## src/hdl/mhss_pkg.sv

```systemverilog
package mhss_pkg;

    // Status byte fields and note kinds
    localparam logic [7:0] KIND_MASK     = 8'hF0;
    localparam logic [7:0] CHAN_MASK     = 8'h0F;
    localparam logic [7:0] NOTE_MASK     = 8'h7F;
    localparam logic [7:0] KIND_NOTE_ON  = 8'h90;
    localparam logic [7:0] KIND_NOTE_OFF = 8'h80;

    // Input command codes
    localparam logic CMD_MSG  = 1'b0;
    localparam logic CMD_TICK = 1'b1;

    // Configuration register indexes and reset values
    localparam logic REG_SILENCE_LIMIT = 1'b0;
    localparam logic REG_HELD_CAP      = 1'b1;
    localparam logic [30:0] SILENCE_LIMIT_RESET = 31'd10000;
    localparam logic [30:0] HELD_CAP_RESET      = 31'd60000;

    // Bitmap row address as carried between modules (up to 16 channels x 4 rows)
    localparam int ROW_MAX_W = 6;

    typedef struct packed {
        logic        cmd;
        logic [31:0] time_ms;
        logic [7:0]  status_byte;
        logic [7:0]  data_first;
        logic [7:0]  data_second;
    } item_t;

    // delta_ms ends up in the lowest bits when packed onto tdata
    typedef struct packed {
        logic        recording;
        logic        episode_closed;
        logic        episode_opened;
        logic [11:0] held_notes;
        logic [31:0] delta_ms;
    } result_t;

    typedef struct packed {
        logic                 clear;
        logic                 wr_en;
        logic [ROW_MAX_W-1:0] row;
        logic [31:0]          data;
    } bm_upd_t;

endpackage

```

## src/hdl/mhss_bitmap.sv

```systemverilog
module mhss_bitmap
    import mhss_pkg::*;
#(
    parameter int CHANNELS = 16
)
(
    input  logic                 clk,
    input  logic                 rst_n,
    input  logic                 rd_en,
    input  logic [ROW_MAX_W-1:0] rd_row,
    input  logic [ROW_MAX_W-1:0] cur_row,
    input  logic                 advance,
    input  bm_upd_t              upd,
    output logic [31:0]          old_row
);

    localparam int ROWS  = CHANNELS * 4;
    localparam int ROW_W = $clog2(ROWS);

    logic [31:0]      mem [ROWS];
    logic [31:0]      rd_data_reg;
    logic [ROWS-1:0]  valid_reg;
    logic [ROWS-1:0]  valid_next;
    logic             fwd_en_reg;
    logic [ROW_W-1:0] fwd_row_reg;
    logic [31:0]      fwd_data_reg;

    logic [ROW_W-1:0] rd_idx;
    logic [ROW_W-1:0] cur_idx;
    logic [ROW_W-1:0] wr_idx;

    assign rd_idx  = rd_row[ROW_W-1:0];
    assign cur_idx = cur_row[ROW_W-1:0];
    assign wr_idx  = upd.row[ROW_W-1:0];

    always_ff @(posedge clk)
    begin
        if (rd_en)
        begin
            rd_data_reg <= mem[rd_idx];
        end
        if (advance && upd.wr_en)
        begin
            mem[wr_idx] <= upd.data;
        end
    end

    // Valid bits stand in for clearing the whole bitmap at once
    always_comb
    begin
        valid_next = valid_reg;
        if (upd.clear)
        begin
            valid_next = '0;
        end
        if (upd.wr_en)
        begin
            valid_next[wr_idx] = 1'b1;
        end
    end

    always_ff @(posedge clk or negedge rst_n)
    begin
        if (!rst_n)
        begin
            valid_reg  <= '0;
            fwd_en_reg <= 1'b0;
        end
        else if (advance)
        begin
            valid_reg  <= valid_next;
            fwd_en_reg <= upd.wr_en;
        end
    end

    always_ff @(posedge clk)
    begin
        if (advance)
        begin
            fwd_row_reg  <= wr_idx;
            fwd_data_reg <= upd.data;
        end
    end

    // The read may have been issued alongside the previous write; forward that write on a row match
    always_comb
    begin
        if (fwd_en_reg && (fwd_row_reg == cur_idx))
        begin
            old_row = fwd_data_reg;
        end
        else if (valid_reg[cur_idx])
        begin
            old_row = rd_data_reg;
        end
        else
        begin
            old_row = '0;
        end
    end

endmodule

```

## src/hdl/mhss_step.sv

```systemverilog
module mhss_step
    import mhss_pkg::*;
#(
    parameter int CHANNELS = 16
)
(
    input  logic        clk,
    input  logic        rst_n,
    input  logic        advance,
    input  item_t       item,
    input  logic [31:0] old_row,
    input  logic [30:0] silence_limit,
    input  logic [30:0] held_cap,
    output result_t     result,
    output bm_upd_t     upd
);

    logic [11:0] total_reg;
    logic [11:0] total_next;
    logic [31:0] last_reg;
    logic [31:0] last_next;
    logic        active_reg;
    logic        active_next;

    logic        is_msg;
    logic        opening;
    logic        closing;
    logic [7:0]  kind;
    logic [7:0]  chan_byte;
    logic [7:0]  note_byte;
    logic [3:0]  chan;
    logic [6:0]  note;
    logic        chan_ok;
    logic [31:0] base_row;
    logic [11:0] base_total;
    logic [31:0] bit_mask;
    logic        cur_held;
    logic        is_on;
    logic        is_off;
    logic        set_bit;
    logic        clr_bit;
    logic [11:0] msg_total;
    logic [31:0] elapsed;

    always_comb
    begin
        is_msg    = (item.cmd == CMD_MSG);
        opening   = is_msg && !active_reg;
        kind      = item.status_byte & KIND_MASK;
        chan_byte = item.status_byte & CHAN_MASK;
        note_byte = item.data_first & NOTE_MASK;
        chan      = chan_byte[3:0];
        note      = note_byte[6:0];
        chan_ok   = ({1'b0, chan} < 5'(CHANNELS));

        // Opening an episode starts from an empty bitmap
        base_row   = opening ? '0 : old_row;
        base_total = opening ? '0 : total_reg;
        bit_mask   = 32'd1 << note[4:0];
        cur_held   = |(base_row & bit_mask);

        is_on   = (kind == KIND_NOTE_ON) && (item.data_second != 8'd0);
        is_off  = !is_on && ((kind == KIND_NOTE_OFF) || (kind == KIND_NOTE_ON));
        set_bit = is_msg && chan_ok && is_on && !cur_held;
        clr_bit = is_msg && chan_ok && is_off && cur_held;

        if (set_bit)
        begin
            msg_total = base_total + 12'd1;
        end
        else if (clr_bit)
        begin
            msg_total = base_total - 12'd1;
        end
        else
        begin
            msg_total = base_total;
        end

        // Same subtraction serves as message delta and as tick quiet time
        elapsed = item.time_ms - last_reg;
        closing = !is_msg && active_reg && !elapsed[31]
                  && (elapsed >= {1'b0, silence_limit})
                  && ((total_reg == 12'd0) || (elapsed >= {1'b0, held_cap}));

        if (is_msg)
        begin
            active_next = 1'b1;
            total_next  = msg_total;
            last_next   = item.time_ms;
        end
        else
        begin
            active_next = closing ? 1'b0 : active_reg;
            total_next  = closing ? 12'd0 : total_reg;
            last_next   = last_reg;
        end

        result.delta_ms       = (is_msg && !opening) ? elapsed : 32'd0;
        result.held_notes     = total_next;
        result.episode_opened = opening;
        result.episode_closed = closing;
        result.recording      = active_next;

        upd.clear = opening || closing;
        upd.wr_en = set_bit || clr_bit;
        upd.row   = {chan, note[6:5]};
        upd.data  = set_bit ? (base_row | bit_mask) : (base_row & ~bit_mask);
    end

    always_ff @(posedge clk or negedge rst_n)
    begin
        if (!rst_n)
        begin
            total_reg  <= '0;
            last_reg   <= '0;
            active_reg <= 1'b0;
        end
        else if (advance)
        begin
            total_reg  <= total_next;
            last_reg   <= last_next;
            active_reg <= active_next;
        end
    end

endmodule

```

## src/hdl/midi_held_note_silence_splitter.sv

```systemverilog
// A request accepted into the working stage moves into the result register that drives m_tvalid.
// Throughput: one request per cycle while m_tready is high; the bitmap memory is read on accept and
// written when the request advances, with the last write forwarded, so no bubble is needed.
// Reset (rst_n low, asynchronous): drop all in-flight requests, close the episode,
// clear held count, last time and the bitmap valid bits; limits return to 10000 and 60000.
module midi_held_note_silence_splitter
    import mhss_pkg::*;
#(
    parameter int CHANNELS = 16
)
(
    input  logic        clk,
    input  logic        rst_n,

    input  logic        s_tvalid,
    output logic        s_tready,
    input  logic [55:0] s_tdata,   // time_ms[31:0], status_byte[39:32],
                                   // data_first[47:40], data_second[55:48]
    input  logic        s_tuser,   // cmd

    output logic        m_tvalid,
    input  logic        m_tready,
    output logic [47:0] m_tdata,   // delta_ms[31:0], held_notes[43:32], episode_opened[44],
                                   // episode_closed[45], recording[46], zero[47]

    input  logic        cfg_valid,
    output logic        cfg_ready,
    input  logic        cfg_index,
    input  logic [30:0] cfg_data
);

    logic        s1_valid_reg;
    item_t       s1_item_reg;
    logic        m_valid_reg;
    result_t     m_res_reg;
    logic [30:0] silence_limit_reg;
    logic [30:0] held_cap_reg;

    logic        accept;
    logic        advance;
    item_t       in_item;
    logic [31:0] old_row;
    result_t     step_res;
    bm_upd_t     upd;

    // Unpack the incoming request
    assign in_item.cmd         = s_tuser;
    assign in_item.time_ms     = s_tdata[31:0];
    assign in_item.status_byte = s_tdata[39:32];
    assign in_item.data_first  = s_tdata[47:40];
    assign in_item.data_second = s_tdata[55:48];

    // Advance the working stage whenever the result register is free or being emptied;
    // take a new request whenever the working stage is empty or advancing.
    assign advance  = s1_valid_reg && (!m_valid_reg || m_tready);
    assign s_tready = !s1_valid_reg || advance;
    assign accept   = s_tvalid && s_tready;

    assign m_tvalid  = m_valid_reg;
    assign m_tdata   = {1'b0, m_res_reg};
    assign cfg_ready = 1'b1;

    always_ff @(posedge clk or negedge rst_n)
    begin
        if (!rst_n)
        begin
            s1_valid_reg <= 1'b0;
            m_valid_reg  <= 1'b0;
        end
        else
        begin
            if (accept)
            begin
                s1_valid_reg <= 1'b1;
            end
            else if (advance)
            begin
                s1_valid_reg <= 1'b0;
            end

            if (advance)
            begin
                m_valid_reg <= 1'b1;
            end
            else if (m_tready)
            begin
                m_valid_reg <= 1'b0;
            end
        end
    end

    // Hold the payload of the working stage and the result register
    always_ff @(posedge clk)
    begin
        if (accept)
        begin
            s1_item_reg <= in_item;
        end
        if (advance)
        begin
            m_res_reg <= step_res;
        end
    end

    always_ff @(posedge clk or negedge rst_n)
    begin
        if (!rst_n)
        begin
            silence_limit_reg <= SILENCE_LIMIT_RESET;
            held_cap_reg      <= HELD_CAP_RESET;
        end
        else if (cfg_valid && cfg_ready)
        begin
            case (cfg_index)
                REG_SILENCE_LIMIT: silence_limit_reg <= cfg_data;
                REG_HELD_CAP:      held_cap_reg      <= cfg_data;
                default:           ;
            endcase
        end
    end

    // Read the bitmap row of the incoming note on accept (channel low nibble, note bits 6:5)
    mhss_bitmap #(
        .CHANNELS (CHANNELS)
    ) u_bitmap (
        .clk     (clk),
        .rst_n   (rst_n),
        .rd_en   (accept),
        .rd_row  ({s_tdata[35:32], s_tdata[46:45]}),
        .cur_row ({s1_item_reg.status_byte[3:0], s1_item_reg.data_first[6:5]}),
        .advance (advance),
        .upd     (upd),
        .old_row (old_row)
    );

    mhss_step #(
        .CHANNELS (CHANNELS)
    ) u_step (
        .clk           (clk),
        .rst_n         (rst_n),
        .advance       (advance),
        .item          (s1_item_reg),
        .old_row       (old_row),
        .silence_limit (silence_limit_reg),
        .held_cap      (held_cap_reg),
        .result        (step_res),
        .upd           (upd)
    );

    // An episode cannot open and close on the same request
    a_open_close_excl: assert property (@(posedge clk) disable iff (!rst_n)
        m_valid_reg |-> !(m_res_reg.episode_opened && m_res_reg.episode_closed))
        else $error("episode opened and closed on one request");

    // A close leaves nothing held and the episode down
    a_close_clears: assert property (@(posedge clk) disable iff (!rst_n)
        (m_valid_reg && m_res_reg.episode_closed)
            |-> (m_res_reg.held_notes == 12'd0) && !m_res_reg.recording)
        else $error("close left notes held or recording on");

    // Outside an episode no note can be counted
    a_idle_empty: assert property (@(posedge clk) disable iff (!rst_n)
        (m_valid_reg && !m_res_reg.recording) |-> (m_res_reg.held_notes == 12'd0))
        else $error("held notes while not recording");

    // A stalled result must keep its working stage from advancing into it
    a_stall_holds: assert property (@(posedge clk) disable iff (!rst_n)
        (m_valid_reg && !m_tready) |=> m_valid_reg && $stable(m_res_reg))
        else $error("result register changed under stall");

endmodule
```

## config.mk

```make
export PLATFORM = sky130hd
export DESIGN_NAME = midi_held_note_silence_splitter
export DESIGN_NICKNAME = d
export VERILOG_FILES = /design/src/hdl/mhss_pkg.sv /design/src/hdl/mhss_bitmap.sv /design/src/hdl/mhss_step.sv /design/src/hdl/midi_held_note_silence_splitter.sv
export SDC_FILE = /design/constraint.sdc
export NUM_CORES = 2
export LEC_CHECK = 0
export BUFFER_PORTS_ARGS = -buffer_cell sky130_fd_sc_hd__buf_2
export CAP_MARGIN = 10
export CELL_PAD_IN_SITES_DETAIL_PLACEMENT = 0
export CELL_PAD_IN_SITES_GLOBAL_PLACEMENT = 2
export CORE_ASPECT_RATIO = 0.6
export CORE_UTILIZATION = 50
export DETAILED_ROUTE_END_ITERATION = 12
export PLACE_DENSITY_LB_ADDON = 0.1
export SLEW_MARGIN = 10
export SYNTH_ARGS = -nofsm -noshare
export SYNTH_HDL_FRONTEND = slang
export SYNTH_SLANG_ARGS = --single-unit
```

## constraint.sdc

```tcl
create_clock -name clk -period 8.1 [get_ports clk]
set_input_delay 1.215 -clock clk [delete_from_list [all_inputs] [get_ports clk]]
set_output_delay 1.215 -clock clk [all_outputs]
set_load 0.01 [all_outputs]
```

==> out/metrics.yaml <==
status: "finished, final reports clean"
die_h_um: 341
swShare: 0.243
clkPwrFrac: 0.373
die_area_mm2: 0.194
reg2regPathDepth: 24
portBuffers: 141
cts_buffers: 219
post_route_cells_drive_above_1_share: 0.290
post-route-period-util: 0.871
synth_edf_count: 2221
postSynthAreaPerCell_um2: 20.6
worst_pin_slew_ns: 1.29
clkTransAtPathRegs_ns: 0.07
grt_pass1_vias: 48100
largest_reg_flops: 2048
synth.distinct_cells: 80
final_area_mm2: 0.109
grt-ovfl-total: 0
grt_max_degree: 114
timing.critical_path.cells: "inv_1 -> ha_1 -> inv_1 -> fa_1 -> a21o_1 -> a21oi_1 -> o21ai_0 -> a221o_1 -> a211o_1 -> o41ai_1 -> buf_4 -> o21ai_0 -> o221ai_1 -> xnor2_1 -> ha_1 -> nor2b_1 -> a311o_1 -> a2111oi_0 -> o211ai_1 -> nand4b_1 -> mux2_2 -> and2_1 -> o21bai_1 -> a22o_1"
postRouteAntennaNets: 0
skew_ns: 0.0734
vias_per_cell: 6.46
cts_root_buffer: "clkbuf_16"
finalHoldViolCount: 0
drt_iter0_drc: 6763
criticalPathCategory: "flip-flop to flip-flop"
synth_area_leaders: "edfxtp_1 69%, mux4_2 16%, dfrtp_1 4.2%"
synth-async-reset-ratio: 0.0727
critPathSlowestCell: "and2_1"
slew_headroom: 0.142
fin_crit_ns: 7.06
cts_max_path_buffers: 4
peakVddDrop_uv: 193
fin_cells: 7635
final-setup-viol-count: 0
crit_path_start_kind: "flip-flop"
wl_per_cell_um: 34.4
crit-reg2reg-launch: "s1_item_reg[24]"
ys_seq_area_frac: 0.740
htreeDepth: 4
p_comb_frac: 0.112
grtUsageTotal: 0.273
grt_pass1_wl_um: 371000
wl_um: 263000
fmax_ghz: 0.142
syn_nets: 4851
synthToLayoutAreaGrowth_pct: 13.3
synth.largest_area_cell: "edfxtp_1"
worstPathArrival_ns: 7.78
finalMaxSlewViolations: 0
syn_area_mm2: 0.0960
p_int_uw: 20800
clk_latency_ns: 0.88
ios: 145
rsz0062_at_grt: "false"
place.gp.congestion: 0.892
die_w_um: 568
cp_max_fo: 11
ys_seq_elements: 2395
powerDensity_mw_per_mm2: 253
initial_utilization: 0.504
power_switching_uw: 6690
cpPeakStageDelay_ns: 0.51
yosys_warnings: 0
num_vias: 49300
cts_sinks: 2395
pwr-share-seq: 0.515
r2r_end: "m_tdata[43]"
post-synth-top-area-fraction: 0.695
total_power_uw: 27500
cts_resized: 0
synthCells: 4661
regToRegSetupSlack_ns: 1.04
place_area_mm2: 0.102
route.detailed.drc: 0
nets: 5136
dp_cells: 7245
p_leak_uw: 0.0362
hold_class: "input port to asynchronous set/reset pin"
num_rows: 124
required_ns: 8.83
dr.pass1.iters: 5
whs_ns: 0.319
dp_hpwl_um: 155000
maxCapViolCount: 0
ys.flop_type: "edfxtp_1"
antenna_found_initial: 25
post_cts_buffers: 0
fp.coreArea_mm2: 0.191
holdBufCountCts: 0
cts_tree: "done"
tns_ns: 0
worstSetupEndpointType: "flip-flop"
[cell usage after synthesis, drive strengths merged, types with 6 or more instances]
library cell / count
inv: 114
mux4: 669
edfxtp: 2221
dfstp: 12
nand4: 19
a221o: 6
a2111oi: 7
xor2: 11
o211ai: 8
nor2b: 16
a211oi: 11
nand3b: 8
or3: 9
nor4: 10
o32ai: 36
a2bb2oi: 30
clkbuf: 162
a21o: 80
a221oi: 16
and3: 13
mux2i: 27
o21a: 8
o22ai: 6
o21ai: 149
nor3: 22
o21bai: 9
ha: 95
and2: 40
o2111ai: 13
buf: 96
nand2: 180
a211o: 13
dfrtp: 162
nor2: 108
xnor2: 24
nand2b: 25
nand3: 34
a22o: 6
mux2: 53
a22oi: 11
or2: 7
a21oi: 51
[power by group through the flow]
stage               logic, µW  clock network [µW]  registers (µW)
floorplan                1810                   0           14400
global placement         3020                   0           14400
detailed placement       3060                   0           14400
CTS                      3070               10400           14200
global route             3330               10900           14200
finish                   3090               10300           14200
[worst max-delay path by stage]
stage,from,endpoint
after floorplan,s1_item_reg[14],u_bitmap.fwd_data_reg[23]
after global placement,s1_item_reg[24],m_tdata[43]
after detailed placement,s1_item_reg[24],m_tdata[43]
after CTS,s1_item_reg[24],m_tdata[43]
after global routing,s1_item_reg[24],m_tdata[43]
final,s1_item_reg[24],m_tdata[43]
[cells by family after synthesis]
logic type      share of synthesized area
compound gates                     0.0359
mux                                 0.166
buf+inv                            0.0152
xor+xnor                          0.00319
fa+ha+maj                          0.0126
other cells                     0.0000782
flops                               0.740
simple gates                       0.0267
[per-stage QoR]
step	util	setup slack, ns
6_report	0.571	1.04
5_1_grt	0.571	0.569
4_1_cts	0.571	1.10
3_5_place_dp	0.534	1.16
3_3_place_gp	0.534	1.24
2_1_floorplan	-	1.79
[critical path, delay by kind of cell, from the launching register on]
family / cells / cell delay, ns
muxes: 1 / 0.30
and+or+nand+nor: 3 / 0.82
AOI/OAI and AO/OA: 13 / 3.87
adders and majority gates: 3 / 0.92
DFF: 1 / 0.36
xor gates and xnor gates: 1 / 0.27
buffers and inverters: 3 / 0.39
[routing by layer]
metal | track usage | routed length, µm | up-vias
li1 | - | - | 19900
met1 | 0.455 | 122000 | 26700
met2 | 0.365 | 108000 | 2416
met3 | 0.0667 | 28000 | 270
met4 | 0.0425 | 3660 | 4
met5 | 0 | 21 | -
[final cells by class]
class / instances / area, µm²
Fill cell: 14100 / 81800
Clock buffer: 264 / 5680
Clock inverter: 122 / 1200
Timing Repair Buffer: 322 / 2600
Sequential cell: 2395 / 71100
Antenna cell: 4 / 10.0
Tap cell: 2520 / 3150
Inverter: 114 / 430
Multi-Input combinational cell: 1894 / 24600
[placed cells by master, fill, tap and decap left out, drive strengths merged, types with 23 or more instances in the layout]
| master | instances |
|---|---|
| edfxtp | 2221 |
| mux4 | 669 |
| buf | 321 |
| clkbuf | 265 |
| nand2 | 180 |
| dfrtp | 162 |
| o21ai | 149 |
| inv | 119 |
| nor2 | 108 |
| ha | 95 |
| clkinv | 84 |
| a21o | 80 |
| mux2 | 53 |
| a21oi | 51 |
| and2 | 40 |
| o32ai | 36 |
| nand3 | 34 |
| a2bb2oi | 30 |
| mux2i | 27 |
| nand2b | 25 |
| xnor2 | 24 |
| bufinv | 23 |
Power figures use the tool's default switching activity.
